### src/rpnc_pkg.sv
// ----------------------------------------------------------------------------
// rpnc_pkg
// Shared types, codes and sizes of the RPN calculator core.
// ----------------------------------------------------------------------------
`default_nettype none
package rpnc_pkg;
   localparam int STACK_DEPTH = 64;
   localparam int VAR_COUNT   = 26;
   localparam int SP_W        = $clog2(STACK_DEPTH + 1);
   localparam int SA_W        = $clog2(STACK_DEPTH);
   localparam int VA_W        = (VAR_COUNT > 1) ? $clog2(VAR_COUNT) : 1;
   localparam int TAG_W       = 6;

   localparam logic [3:0] F_NUM = 4'd0, F_VAR = 4'd1, F_ADD = 4'd2, F_SUB = 4'd3,
      F_MUL = 4'd4, F_DIV = 4'd5, F_MOD = 4'd6, F_SHOW = 4'd7, F_DUP = 4'd8,
      F_SWAP = 4'd9, F_CLR = 4'd10, F_STO = 4'd11, F_RCL = 4'd12, F_EOL = 4'd13;

   localparam logic [1:0] K_LINE = 2'd0, K_SHOW = 2'd1, K_RCL = 2'd2, K_ERR = 2'd3;

   localparam logic [2:0] E_NONE = 3'd0, E_EMPTY = 3'd1, E_FULL = 3'd2,
      E_ZDIV = 3'd3, E_SWAP = 3'd4;

   // divider request and reply
   typedef struct packed {
      logic        start;
      logic        is_mod;
      logic [31:0] a;
      logic [31:0] b;
   } div_req_type;

   typedef struct packed {
      logic        done;
      logic [31:0] result;
   } div_rsp_type;
endpackage
`default_nettype wire

### src/rpnc_div.sv
// ----------------------------------------------------------------------------
// rpnc_div
// Radix-2 restoring divider: Q16.16 quotient with saturation, or remainder
// carrying the divisor's sign. One quotient bit per cycle.
// ----------------------------------------------------------------------------
`default_nettype none
module rpnc_div
   import rpnc_pkg::*;
(
   input  wire logic        clock,
   input  wire logic        reset,
   input  wire div_req_type req,
   output div_rsp_type      rsp
);
   logic        busy_ff, busy_in, done_ff, done_in;
   logic [5:0]  cnt_ff, cnt_in;
   logic [47:0] num_ff, num_in;      // dividend shifting into quotient
   logic [32:0] rem_ff, rem_in;
   logic [31:0] den_ff, den_in;
   logic        neg_ff, neg_in, mod_ff, mod_in, bneg_ff, bneg_in;
   logic [31:0] res_ff, res_in;

   logic [32:0] trial;
   logic [31:0] abs_a, abs_b;
   logic [47:0] q;
   logic [31:0] r;
   logic signed [49:0] sq;

   always_comb begin
      abs_a = req.a[31] ? (~req.a + 32'd1) : req.a;
      abs_b = req.b[31] ? (~req.b + 32'd1) : req.b;
      trial = {rem_ff[31:0], num_ff[47]} - {1'b0, den_ff};
      busy_in = busy_ff; done_in = 1'b0; cnt_in = cnt_ff;
      num_in = num_ff; rem_in = rem_ff; den_in = den_ff;
      neg_in = neg_ff; mod_in = mod_ff; bneg_in = bneg_ff; res_in = res_ff;
      q = num_ff; r = rem_ff[31:0]; sq = '0;
      if (req.start) begin
         busy_in = 1'b1; cnt_in = 6'd0; rem_in = '0; den_in = abs_b;
         mod_in = req.is_mod; bneg_in = req.b[31];
         neg_in = req.a[31] ^ req.b[31];
         num_in = req.is_mod ? {abs_a, 16'd0} >> 16 : {abs_a, 16'd0};
      end else if (busy_ff) begin
         if (!trial[32]) begin
            rem_in = trial; num_in = {num_ff[46:0], 1'b1};
         end else begin
            rem_in = {rem_ff[31:0], num_ff[47]}; num_in = {num_ff[46:0], 1'b0};
         end
         cnt_in = cnt_ff + 6'd1;
         if (cnt_ff == 6'd47) begin
            busy_in = 1'b0; done_in = 1'b1;
            q = num_in; r = rem_in[31:0];
            if (mod_ff)
               res_in = bneg_ff ? (~r + 32'd1) : r;
            else begin
               sq = neg_ff ? -$signed({2'b00, q}) : $signed({2'b00, q});
               if (sq > 50'sh0_7FFF_FFFF) res_in = 32'h7FFF_FFFF;
               else if (sq < -50'sh0_8000_0000) res_in = 32'h8000_0000;
               else res_in = sq[31:0];
            end
         end
      end
   end

   always_ff @(posedge clock) begin
      if (reset) begin
         busy_ff <= 1'b0; done_ff <= 1'b0; cnt_ff <= '0;
      end else begin
         busy_ff <= busy_in; done_ff <= done_in; cnt_ff <= cnt_in;
      end
      num_ff <= num_in; rem_ff <= rem_in; den_ff <= den_in;
      neg_ff <= neg_in; mod_ff <= mod_in; bneg_ff <= bneg_in; res_ff <= res_in;
   end

   assign rsp.done   = done_ff;
   assign rsp.result = res_ff;
endmodule
`default_nettype wire

### config.mk
export PLATFORM = sky130hd
export DESIGN_NAME = rpnc_div
export DESIGN_NICKNAME = d
export VERILOG_FILES = /design/src/rpnc_pkg.sv /design/src/rpnc_div.sv
export SDC_FILE = /design/constraint.sdc
export NUM_CORES = 1
export LEC_CHECK = 0
export BUFFER_PORTS_ARGS = -buffer_cell sky130_fd_sc_hd__buf_2
export CAP_MARGIN = 20
export CELL_PAD_IN_SITES_DETAIL_PLACEMENT = 1
export CELL_PAD_IN_SITES_GLOBAL_PLACEMENT = 2
export CORE_MARGIN = 1.5
export CORE_UTILIZATION = 34
export CTS_CLUSTER_DIAMETER = 40
export DETAILED_ROUTE_END_ITERATION = 8
export HOLD_SLACK_MARGIN = 0.1
export PLACE_DENSITY_LB_ADDON = 0.1
export SYNTH_ARGS = -nofsm -noshare
export SYNTH_HDL_FRONTEND = slang
export SYNTH_SLANG_ARGS = --single-unit
### constraint.sdc
create_clock -name clock -period 5.92 [get_ports clock]
set_clock_uncertainty 0.2 [all_clocks]
set_input_delay 1.48 -clock clock [delete_from_list [all_inputs] [get_ports clock]]
set_output_delay 1.48 -clock clock [all_outputs]
set_load 0.005 [all_outputs]
Word level (Yosys, flattened, before mapping)

Index checks and enable logic that the tools add are counted.
W data, S select, Z words.

Flip-flop bits (word level): 155
Bits in latches: 0
RAM bits: 0
Memory bits (read-only): 0
Output and inout port bits: 33
Memories kept: 0

$add $sub $neg: 6
Multiply operators: 0
Divide/modulo/power cells: 0
Order comparisons: 2
Equality and inequality tests: 1
Shifts and indexed selects: 0
Multiplexer cells: 20
Bitwise logic cells: 6
Reduce and logical (&&, ||, !) cells: 4

Operators by type and width:

| kind                    | number |
|---|---|
| $mux W32                | 8 |
| $mux W48                | 5 |
| $add A32 B1 Y32 const B | 3 |
| $not A32 Y32            | 3 |
| $gt A50 B32 Y1 const B  | 1 |
| $lt A50 B32 Y1 const B  | 1 |
| $mux W50                | 1 |
| $neg A48 Y50            | 1 |
| $sub A33 B32 Y33        | 1 |
| $mux W31                | 1 |
| $add A6 B1 Y6 const B   | 1 |
| $eq A6 B6 Y1 const B    | 1 |
| $mux W1                 | 5 |
| $reduce_and A3 Y1       | 1 |
| $reduce_or A3 Y1        | 1 |
| $not A1 Y1              | 2 |
| $reduce_bool A2 Y1      | 1 |
| $reduce_or A2 Y1        | 1 |
| $xor A1 B1 Y1           | 1 |

Longest topological paths before layout

Gate-level depths: netlist (run 1).

Depth in word-level cells: 10
Mapped depth: 29
Mapped depth without buffers: 22

Least setup slack after synthesis (run 1)

No wires, ideal clock.

Path kind: register -> register
From: register den_ff[27]
To: register res_ff[22] (data pin)
Arrival time: 5970 ps
Required time: 5450 ps
Slack: -521 ps
Cell stages (with the launch flop): 29
Cell sequence: edfxtp_1 > inv_1 > ha_1 > clkbuf_1 > nand2_1 > o21ai_0 > a22oi_1 > and3_1 > a211o_1 > inv_1 > clkbuf_1 > clkbuf_1 > buf_1 > buf_1 > ha_1 > nand2b_1 > or2_2 > or4_4 > buf_6 > or3_1 > o21bai_1 > a32o_1 > nand4_1 > or4_1 > o21ba_1 > buf_6 > buf_6 > a21oi_1 > a21oi_1

Longest elaborated chain between the ends: 10
Elaborated cells between the ends (all ways): 17
Those cells by class: 3 x add/sub; 2 x order compare; 11 x mux; 1 x bitwise

RTL lines:

| element                | RTL line       | text |
|---|---|---|
| start, declared        | rpnc_div.sv:19 | `logic [31:0] den_ff, den_in;` |
| start signal, assigned | rpnc_div.sv:70 | `num_ff <= num_in; rem_ff <= rem_in; den_ff <= den_in;` |
| $sub A33 B32 Y33 (*)   | rpnc_div.sv:32 | `trial = {rem_ff[31:0], num_ff[47]} - {1'b0, den_ff};` |
| $mux W1                | rpnc_div.sv:43 | `if (!trial[32]) begin` |
| $mux W48               | rpnc_div.sv:42 | `end else if (busy_ff) begin` |
| $mux W48               | rpnc_div.sv:37 | `if (req.start) begin` |
| $neg A48 Y50           | rpnc_div.sv:55 | `sq = neg_ff ? -$signed({2'b00, q}) : $signed({2'b00, q});` |
| $mux W50               | rpnc_div.sv:55 |  |
| $lt A50 B32 Y1         | rpnc_div.sv:57 | `else if (sq < -50'sh0_8000_0000) res_in = 32'h8000_0000;` |
| $mux W32               | rpnc_div.sv:57 |  |
| $mux W32               | rpnc_div.sv:56 | `if (sq > 50'sh0_7FFF_FFFF) res_in = 32'h7FFF_FFFF;` |
| $mux W32 (*)           | rpnc_div.sv:52 | `if (mod_ff)` |
| end signal, assigned   | rpnc_div.sv:71 | `neg_ff <= neg_in; mod_ff <= mod_in; bneg_ff <= bneg_in; res_ff <= res_in;` |
| end, declared          | rpnc_div.sv:21 | `logic [31:0] res_ff, res_in;` |

Mark *: on every way between the ends. The rest lies on a longest branch, timed or not. The select of a mux whose other input is x is not followed.
A chain may end at the register's enable or synchronous reset.

Final worst setup path (run 1)

From: register rem_ff[16]
To: register res_ff[2] (data pin)

Longest elaborated chain between the ends: 10
Elaborated cells between the ends (all ways): 17
Those cells by class: 3 x add/sub; 2 x order compare; 11 x mux; 1 x bitwise

RTL lines:

| element                | RTL line       | text |
|---|---|---|
| start, declared        | rpnc_div.sv:18 | `logic [32:0] rem_ff, rem_in;` |
| start signal, assigned | rpnc_div.sv:70 |  |
| $sub A33 B32 Y33 (*)   | rpnc_div.sv:32 |  |
| $mux W1                | rpnc_div.sv:43 |  |
| $mux W48               | rpnc_div.sv:42 |  |
| $mux W48               | rpnc_div.sv:37 |  |
| $neg A48 Y50           | rpnc_div.sv:55 |  |
| $mux W50               | rpnc_div.sv:55 |  |
| $lt A50 B32 Y1         | rpnc_div.sv:57 |  |
| $mux W32               | rpnc_div.sv:57 |  |
| $mux W32               | rpnc_div.sv:56 |  |
| $mux W32 (*)           | rpnc_div.sv:52 |  |

Marks and branches as above.

==> results.md, run 1 <==
- The cell area after synthesis is 12200 sq um.
- Per report_power, the clock group accounts for 28.1% of the total.
- The critical path goes through ha_1 > nand4_1 > nor3_1 > o21ai_2 > and4_1 > a211o_2 > inv_1 > ha_1 > nand2b_1 > or2_4 > or4_4 > o211ai_1 > o2111a_1 > nor4b_2 > nand4_1 > or4_1 > o21ba_1 > buf_6 > a21oi_1 > a21oi_1.
- The routed wire length is 42200 um.
- For hold timing, the worst endpoint is cnt_ff[5].
- The count of antenna diodes in the layout is 0.
- The worst hold path stage count is 2.
- For this design the top-level I/O count stands at 101.
- The total power after layout is 3.91 mW.
- Of the post-synthesis cell area, the dominant cell type holds 28.3%.
- Summing the sequential cell areas from Yosys gives 34.9% of the chip area.
- The type of destination of the critical path is a flop.
- The required time of the worst setup path is 5910 ps.
- The endpoint of the lowest-slack register-to-register path is res_ff[2].
- Setup total negative slack on the finished layout was measured at 0 ps.
- Dividing the detail-routed via count by the number of cells gives 5.74.
- The number of global-route vias before repair is 10973.
- The run finished with clean final reports.
- The count of cell types in the netlist is 72.
- The kind of critical path is reg2reg.
- By area the synthesized netlist is led by edfxtp_1, xnor2_1, dfxtp_1.
- The element type at the critical path start is a flop.
- The number of pins with negative max-slew slack in the final report came to 0.
- For this run, the top clock speed supported by timing is 178 MHz.
- The synthesized net count is 1530.
- In the final design database the tool counted 1606 nets.
- Counting both buffers and inverters, the worst setup path holds a total of 2.
- The instance count of the mapped netlist is 1424.
- The static leakage is 5.09 nW.
- The placeable core area is 35400 sq um.
- The most used flip-flop cell after synthesis is edfxtp_1.
- At the end of routability-driven placement, the weighted congestion stood at 0.890.
- For this configuration, the core starts out at a cell density of 34.4%.
- The count of unresolved DRC violations after routing is 0.
- Summed over all instances, the cell type with the most area after synthesis is edfxtp_1.
- The slowest stage cell on the critical path is or4_4.
- The chip height is 192 um.
- The total internal power is 2.38 mW.
- The combinational share of power is 36.1%.
- The final count of hold timing violations is 0.
- Cells with a size suffix above 1 make up 14.4% of the layout.
- The via count is 11331.
- Row generation in the floorplan step produced 69 rows.
- The clock tree from TritonCTS is done.
- The minimum clock period is 5630 ps.
- The residual overflow from global routing is 0.
- For this design the total switching power over the nets is 1.53 mW.
- The H-tree depth reported by CTS is 4.
- The startpoint of the worst-slack reg-to-reg timing path is rem_ff[16].
- In the post-synthesis netlist, the cell with the most instances is a21oi_1.
- The overall global routing resource usage is 23.1%.
- At the later pin of the worst-skew pair, clock insertion delay measures 460 ps.
- The Yosys step of the flow raised 0 warnings.
- The share of the clock period used by the worst path after layout is 95.1%.
- The worst-case clock buffer depth is 2.
- The number of enable flip-flop cells after synthesis is 115.
- The family with the most delay on the worst path is simple AND/OR/NAND/NOR gates.
- The synthesized area per cell is 8.56 sq um.
- The total power density per cell area is 282 nW/um^2.
- The routed length per placed instance is 21.4 um.
- The switching share of total power is 39.1%.
- For this run, the slowest stage of the critical path takes 600 ps.
- The die extent in x is 192 um.
- The setup check on the worst reg-to-reg path leaves a slack of 290 ps.
- The first detailed-routing pass ran for 5 iterations.
- The worst hold path belongs to the class reg2reg.
- The arrival time at the worst endpoint is 5620 ps.
- The launch instance of the worst min-delay path is cnt_ff[5].
- The maximum fanout along the worst path is 25.
- The die covers 37000 sq um.
- The flop and latch count out of synthesis is 155.
- Once detail routing completed, the nets flagged for antenna violations numbered 0.
- The actual slew at the worst max-slew pin is 898 ps.
- Entering global routing, the biggest net connects 60 pins.
- After the first detailed-routing iteration, the DRC count stood at 686.
- In this run the tightest slew margin relative to its limit is 38.6%.
- The count of fill cells added during filler insertion is 4209.
- The number of CTS-inserted buffers is 17.
- Sequential cells burn 35.8% of the power.
- The HPWL after detailed placement is 32500 um.
- The port buffer count is 100.
- The share of flip-flops with an asynchronous set or reset after synthesis is 0%.
- The length in cells of the worst reg-to-reg path is 20.
- The worst voltage drop across the vdd grid is 245 uV.
- The first global-routing pass estimated 64900 um of wire.
- The tool flagged a number of max-cap violations equal to 0.
- Compared with the post-synthesis result, the final layout area differs by 13.5%.
- By count the netlist is led by a21oi_1, edfxtp_1, nand2_1, xnor2_1, nor2_1.
- The root buffer cell is clkbuf_16.
- The number of antenna violations at the first check in global routing is 0.
- Clock-pin slew was measured on the worst setup and hold paths at 70 ps.
- Setup violations remaining at the end of the flow were counted as 0.
- The total number of clock tree sinks is 155.
==> area by class of cell <==
class                           count  area [sq um]  area share (%)
Sequential cell                   155          4260            30.8
Inverter                           76           285            2.06
Clock inverter                     15           133           0.959
Tap cell                          461           577            4.17
Clock buffer                       17           425            3.07
Multi-Input combinational cell   1109          7340            53.1
Timing Repair Buffer              141           818            5.91
==> worst register-to-register path: stages (launching register included) <==
cell and delay, ps:
dfxtp_1 350, ha_1 490, nand4_1 210, nor3_1 340, o21ai_2 150, and4_1 240, a211o_2 300, inv_1 100
ha_1 170, nand2b_1 90, or2_4 280, or4_4 600, o211ai_1 240, o2111a_1 200, nor4b_2 210, nand4_1 170
or4_1 430, o21ba_1 190, buf_6 180, a21oi_1 160, a21oi_1 60
==> stage by stage <==
stage               cells  utilization (%)  setup slack (ps)  instance area, sq um  hold slack [ps]
global placement     1936             37.3               270                 13200              277
CTS                  1969             38.8              85.4                 13800              313
floorplan            1424                -              16.2                 12200              259
finish               1974             39.1               291                 13800              309
detailed placement   1937             37.3              86.2                 13200              301
global route         1974             39.1             -59.0                 13800              329
==> how the worst max path moves through the flow <==
stage / cells past startpoint / slack [ps] / end / start
3_3_place_gp: 23 / 270 / res_ff[3] / num_ff[47]
5_1_grt: 21 / -60 / res_ff[23] / den_ff[17]
3_5_place_dp: 23 / 90 / res_ff[3] / num_ff[47]
4_1_cts: 23 / 90 / res_ff[26] / num_ff[47]
2_1_floorplan: 29 / 20 / res_ff[22] / num_ff[47]
6_report: 20 / 290 / res_ff[2] / rem_ff[16]
==> placed cells by master (no fill, tap or decap), types with 7 or more instances in the layout <==
master | synthesis | routed
a21oi_1 | 118 | 116
edfxtp_1 | 115 | 115
nand2_1 | 110 | 109
xnor2_1 | 108 | 108
nor2_1 | 107 | 107
buf_2 | 6 | 99
o21ai_0 | 84 | 82
inv_1 | 76 | 76
xor2_1 | 45 | 45
a211oi_1 | 42 | 42
dfxtp_1 | 40 | 39
buf_4 | 1 | 38
ha_1 | 37 | 37
nor3_1 | 34 | 33
nand3_1 | 32 | 32
or3_1 | 32 | 32
mux2i_1 | 30 | 30
o31ai_1 | 28 | 28
nand4_1 | 26 | 26
o41ai_1 | 25 | 25
o22ai_1 | 20 | 20
a21o_1 | 20 | 20
nor4_1 | 19 | 19
or4_1 | 19 | 19
o21a_1 | 18 | 18
clkbuf_16 | 0 | 17
nor2b_1 | 14 | 14
or2_2 | 13 | 12
nand2b_1 | 9 | 9
o211ai_1 | 8 | 8
and3_1 | 7 | 7
o2bb2ai_1 | 7 | 7
mux2_2 | 7 | 7
o31a_1 | 7 | 7
==> per-layer routing <==
metal	part of all wire, %	vias to the layer above	global-route usage (%)
li1	-	5460	-
met4	0.61	0	3.67
met1	50	5675	33.6
met2	46	178	36.4
met5	0	-	0
met3	3.7	18	3.84
==> kinds of logic (layout without fill, tap and decap cells) <==
kind of cell    Yosys count  count (layout)  share of synthesized area [%]
simple gates            448             449                           18.5
compound gates          432             432                           23.2
buf+inv                 161             249                           5.30
flops                   155             155                           34.9
xor+xnor                153             153                           11.0
fa+ha+maj                38              38                           3.96
mux                      37              37                           3.11
==> flip-flops by register name, summed over array words and instances, names as in the netlist <==
signal	flops
num_ff	48
den_ff	32
rem_ff	32
res_ff	32
cnt_ff	6
bneg_ff	1
busy_ff	1
done_ff	1
mod_ff	1
neg_ff	1
==> power groups by stage <==
stage	registers (mW)	logic [mW]	clock network [mW]
after CTS	1.40	1.40	1.12
after floorplan	1.38	0.998	0
after global placement	1.43	1.38	0
after detailed placement	1.43	1.39	0
after global routing	1.41	1.56	1.16
final	1.40	1.41	1.10
==> what timing repair did <==
| item | 4_1_cts | 5_1_grt |
|---|---|---|
| gates resized for setup | 0 | 12 |
| hold buffers | 0 | 0 |
| endpoints found under the setup margin | 0 | 31 |
| buffers inserted | 0 | 4 |
No activity file was read; power rests on OpenSTA's default activity.
==> run 2, diff against run 1 <==
Settings changed: BUFFER_PORTS_ARGS -buffer_cell sky130_fd_sc_hd__buf_2 to -buffer_cell sky130_fd_sc_hd__clkbuf_2, SKIP_CTS_REPAIR_TIMING from default to 1.
==> results.md, run 2 (same netlist as run 1, synthesis figures left out) <==
- Timing would allow up to 175 MHz.
- In the layout the commonest cells are a21oi_1, edfxtp_1, nand2_1.
- The clock tree from TritonCTS is done.
- The number of pins with negative max-slew slack in the final report is 0.
- The HPWL after detailed placement is 32700 um.
- The detail-routed via count per cell is 5.69.
- The commonest non-fill, non-tap cell in the layout is a21oi_1.
- The die is 192 um wide.
- The required time of the worst setup path is 5910 ps.
- The area growth from synthesis to layout is 14.1%.
- The flip-flop count of the largest register, all copies and words added is 48.
- The register with the most flip-flops is num_ff.
- The residual overflow from global routing is 0.
- The number of antenna violations at the first check in global routing is 0.
- The clock reaches the later pin of the worst-skew pair after 460 ps.
- After detailed routing, the number of remaining DRC violations is 0.
- In the final routed layout, each cell accounts on average for 21.3 um.
- The worst setup path is launched from a flop.
- The remaining antenna violation count is 0.
- The critical path in this run is classified as reg2reg.
- After detailed routing, the total wire length is 42000 um.
- The detailed router finished its first iteration with 671 violations.
- The repair_antennas step left the layout with diodes totalling 0.
- The floorplan row count is 69.
- During I/O placement, the number of pins put on the boundary was 101.
- Global routing used 22.9% of the available tracks.
- Net switching is 37.8% of the power.
- The core region is 35400 sq um.
- Port buffering added 100 buffers.
- The number of global-route vias before repair is 11075.
- For this design the ratio of total power to cell area is 291 nW/um^2.
- The worst min-delay path category is reg2reg.
- The type of destination of the critical path is a flop.
- After detailed placement, the total cell area comes to 13200 sq um.
- IR analysis of the VDD net gives a maximum drop of 213 uV.
- The die covers 37000 sq um.
- The share of cells above drive strength 1 is 14.2%.
- The run finished with clean final reports.
- The total power after layout is 4.04 mW.
- Setup violations remaining at the end of the flow were counted as 0.
- The tightest hold path in the finished design has a slack of 298 ps.
- The portion of total power attributed to the clock network is 30.5%.
- The combinational share of power is 34.9%.
- The clock-pin transition on the worst setup and hold timing paths is 80 ps.
- Clock tree synthesis selected as its root buffer the cell clkbuf_16.
- From bottom edge to top edge, the die measures 192 um.
- Entering global routing, the biggest net connects 61 pins.
- The worst pin sits at a relative slew slack of 41.3%.
- The clock net in this run drives a total of 155 sinks.
- Adding up every negative setup slack in the final design gives 0 ps.
- In this run the power spent charging and discharging nets is 1.53 mW.
- Detailed routing inserted a total of 11221 vias.
- The final count of hold timing violations came to 0.
- The maximum fanout along the worst path is 25.
- For this run, the post-layout net count is 1605.
- The summed area of non-filler cells in the final layout is 13900 sq um.
- Buffers inserted during clock tree synthesis total 17.
- The H-tree depth reported by CTS is 4.
- The actual slew at the worst max-slew pin is 858 ps.
- OpenSTA, run right after detailed placement, puts the worst setup slack at 74.3 ps.
- For this design the static power due to leakage is 5.14 nW.
- Data on the critical path arrives at its endpoint at 5700 ps.
- The total of max-cap violations is 0.
- Of the total power, registers draw 34.7%.
- The first global-routing pass estimated 64400 um of wire.
- The routability congestion estimate from global placement is 0.875.
- The longest clock path from root to sink contains 2 buffers.
- Once routing completed, OpenROAD measured the worst setup slack at 209 ps.
- Subtracting the final worst setup slack from the clock period gives 5710 ps.
- The first-pass iteration count of the detailed router is 4.
- The initial cell density of the core is 34.4%.
- The share of the clock period used by the worst path after layout is 96.5%.
- Internal power comes to 2.51 mW.
[run 2: worst max-delay path, stage by stage, from the launching register on]
cell	delay (ps)
dfxtp_1	430
ha_1	280
a21oi_1	240
o21ai_0	160
a22oi_1	420
nand4_1	230
a211o_2	370
inv_1	90
ha_1	160
nand2b_1	70
or2_4	280
or4_4	590
o211ai_1	300
o2111a_1	250
nor4b_4	210
nand4_1	170
or4_1	430
o21ba_1	190
buf_6	180
a21oi_1	150
a21oi_1	60
[run 2: layout make-up]
cell class              instances  area [sq um]
clock buffers                  17           425
flip-flops and latches        155          4260
repair buffers                140           811
well taps                     461           577
fillers                      4259         21500
inverters                      76           285
multi-input cells            1109          7340
clock inverters                15           206
[run 2: path summary, 6_finish.rpt]
path / from / endpoint / slack [ps] / cells past startpoint
worst min register to register: cnt_ff[5] / cnt_ff[5] / 300 / 2
worst max-delay path: rem_ff[12] / res_ff[17] / 210 / 20
worst min-delay path: cnt_ff[5] / cnt_ff[5] / 300 / 2
worst max register to register: rem_ff[12] / res_ff[17] / 210 / 20
[run 2: layer usage]
metal / GRT usage [%] / vias up / wire length (um)
li1: - / 5458 / -
met4: 6.17 / 0 / 625
met2: 36.0 / 218 / 19000
met1: 32.9 / 5511 / 20600
met3: 3.00 / 34 / 1750
met5: 0 / - / 0
[run 2: stage by stage]
stage | cells | util [%]
after global placement | 1937 | 37.3
after CTS | 1970 | 39.1
final | 1973 | 39.3
after global routing | 1973 | 39.3
after detailed placement | 1938 | 37.3
after floorplan | 1424 | -
[run 2: power by group through the flow]
| stage | registers (mW) | clock network (mW) | logic (mW) |
|---|---|---|---|
| 2_1_floorplan | 1.38 | 0 | 0.998 |
| 3_3_place_gp | 1.42 | 0 | 1.38 |
| 3_5_place_dp | 1.42 | 0 | 1.40 |
| 4_1_cts | 1.40 | 1.26 | 1.40 |
| 5_1_grt | 1.41 | 1.29 | 1.56 |
| 6_report | 1.40 | 1.23 | 1.41 |
==> run 3, diff against run 2 <==
Settings changed: ABC_CLOCK_PERIOD_IN_PS from default to 6700, CORE_UTILIZATION 34 to 41.
Clock period 5.92 ns to 6.7 ns, I/O delays scaled along.
==> results.md, run 3 (same netlist as run 1, synthesis figures left out) <==
- The total area inside the core boundary comes to 29000 sq um.
- The port buffer count is 100.
- The tightest hold path in the finished design has a slack of 306 ps.
- 101 I/O pins were placed.
- The number of antenna violations at the first check in global routing is 0.
- The minimum setup slack after placement is 402 ps.
- The count of placed standard cells in the final layout, fillers left out is 1874.
- The detailed router placed 11212 vias in this run.
- The number of pins with negative max-slew slack in the final report came to 0.
- The run finished with clean final reports.
- CTS saw 155 sinks.
- The post-route setup TNS is 0 ps.
- In the finished design, the share of the clock period the worst path needs comes to 94.0%.
- After detailed routing, the average wire length per cell comes to 21.0 um.
- In this run the worst hold path is classified as reg2reg.
- The first detailed-routing pass ran for 5 iterations.
- The number of global-route vias before repair is 11251.
- At the pin with the least slew margin, the transition time is 1030 ps.
- The summed area of non-filler cells in the final layout is 13600 sq um.
- Fill cells in the final layout number 3502.
- The number of endpoints failing setup at the final stage is 0.
- The required time of the worst setup path is 6670 ps.
- The element type at the critical path start is a flop.
- In this run, CTS created clock tree buffers numbering 17.
- At the worst endpoint, the arrival time is 6260 ps.
- In the routed layout, each cell is associated on average with a via count of 5.98.
- The H-tree depth reported by CTS is 4.
- The maximum operating frequency is 159 MHz.
- At the end of routability-driven placement, the weighted congestion stood at 0.876.
- The worst slew slack as a fraction of its limit is 29.7%.
- STA classifies the critical path endpoint as a flop.
- The final count of hold timing violations came to 0.
- The critical path starts at num_ff[47].
- The kind of critical path is reg2reg.
- The routed wire length is 39400 um.
- The total power density per cell area is 255 nW/um^2.
- The initial DRC count is 808.
- 0 antenna diodes ended up in the layout.
- In the final design database the tool counted 1583 nets.
- Along the worst path, the maximum fanout reaches 17.
- The largest net degree at the start of global routing is 61.
- Global routing finished with a remaining overflow of 0.
- Leaving out fill and tap cells, the most frequent cells in the layout are a21oi_1, edfxtp_1, nand2_1.
- The launch instance of the worst min-delay path is cnt_ff[5].
- In this run the critical register-to-register path is launched from num_ff[47].
- The initial cell density of the core is 42.0%.
- The root buffer cell is clkbuf_16.
- The library cell used most frequently in the layout, excluding fill and tap cells, is a21oi_1.
- Detailed placement ended at an HPWL of 30400 um.
- The floorplan step set the die width to 175 um.
- The floorplan step defined a die boundary enclosing 30800 sq um.
- The count of unresolved DRC violations after routing is 0.
- The slack of the critical path is 403 ps.
- The overall global routing resource usage is 25.9%.
- The placement-stage cell area is 13000 sq um.
- Measured in cells, the most critical reg-to-reg path has a length of 23.
- The initialized floorplan defines 62 standard-cell rows.
- Clock latency on the worst-skew pair, taken at its later pin, is 450 ps.
- Ranked by flip-flop count, first place goes to num_ff.
- The clock-pin transition on the worst setup and hold timing paths is 80 ps.
- From synthesis to final layout, the design area changed by 11.5%.
- The first global-routing pass estimated 62500 um of wire.
- Along the worst hold path, the cell count comes to 2.
- The worst voltage drop across the vdd grid is 164 uV.
- The die is 175 um tall.
- The remaining antenna violation count is 0.
- The static leakage is 5.02 nW.
- The clock passes through at most 2 buffers.
- In this run, placement finished with an instance count of 1841.
- TritonCTS built the clock tree.
- Setup repair after global routing left no endpoint under its margin.
- The routed design could run at a clock period as short as 6300 ps.
- The share of cells above drive strength 1 is 12.7%.
- The register with the most flip-flops in the layout has 48 of them.
- Max-cap violations in this run came to 0.
## run 3: cell types whose count changed in the layout (fill, tap and decap cells not counted), moves of 2 or more
cell and delta:
clkinv_8 +5, clkinv_4 -2, o21ai_1 -3, inv_6 -2, o21ai_0 +4, buf_4 -18
buf_6 -3, bufinv_16 -3, inv_8 +3
## run 3: final timing paths
path / endpoint / slack, ps
max: res_ff[16] / 400
min: cnt_ff[5] / 310
max reg2reg: res_ff[16] / 400
min reg2reg: cnt_ff[5] / 310
## run 3: critical path, stage by stage (launching register included)
cell,delay (ps)
edfxtp_1,420
inv_1,80
ha_1,160
inv_1,50
fa_1,420
nand3_1,120
a21oi_1,110
o21ai_0,480
nand4_1,290
a211o_2,400
inv_1,90
ha_1,180
nand2b_1,160
or2_2,370
or4_4,490
o211ai_1,240
o2111a_1,220
nor4b_2,190
nand4_1,150
or4_1,420
o21ba_1,340
buf_8,230
a21oi_1,130
a21oi_1,60
## run 3: layout make-up
type / count / area (sq um) / area share, %
Clock buffer: 17 / 425 / 3.13
Clock inverter: 15 / 189 / 1.39
Inverter: 76 / 285 / 2.10
Multi-Input combinational cell: 1108 / 7300 / 53.7
Sequential cell: 155 / 4260 / 31.3
Tap cell: 384 / 480 / 3.54
Timing Repair Buffer: 119 / 653 / 4.81
## run 3: stage by stage
stage,utilization [%],power (mW)
detailed placement,44.7,2.45
global placement,44.7,2.43
floorplan,-,2.10
finish,46.8,3.46
CTS,46.8,3.48
global route,46.8,3.65
## run 3: power by group
group / switching [mW] / total (mW) / internal, mW
Clock: 0.513 / 1.02 / 0.510
Sequential: 0.0938 / 1.23 / 1.14
Combinational: 0.751 / 1.20 / 0.452
Total: 1.36 / 3.46 / 2.10
## run 3: routing by layer
metal	GRT usage, %	vias to the layer above	share of wire, %
met3	4.05	31	4.2
li1	-	5410	-
met1	36.9	5512	48
met2	41.8	259	46
met5	0	-	0
met4	4.81	0	1.1
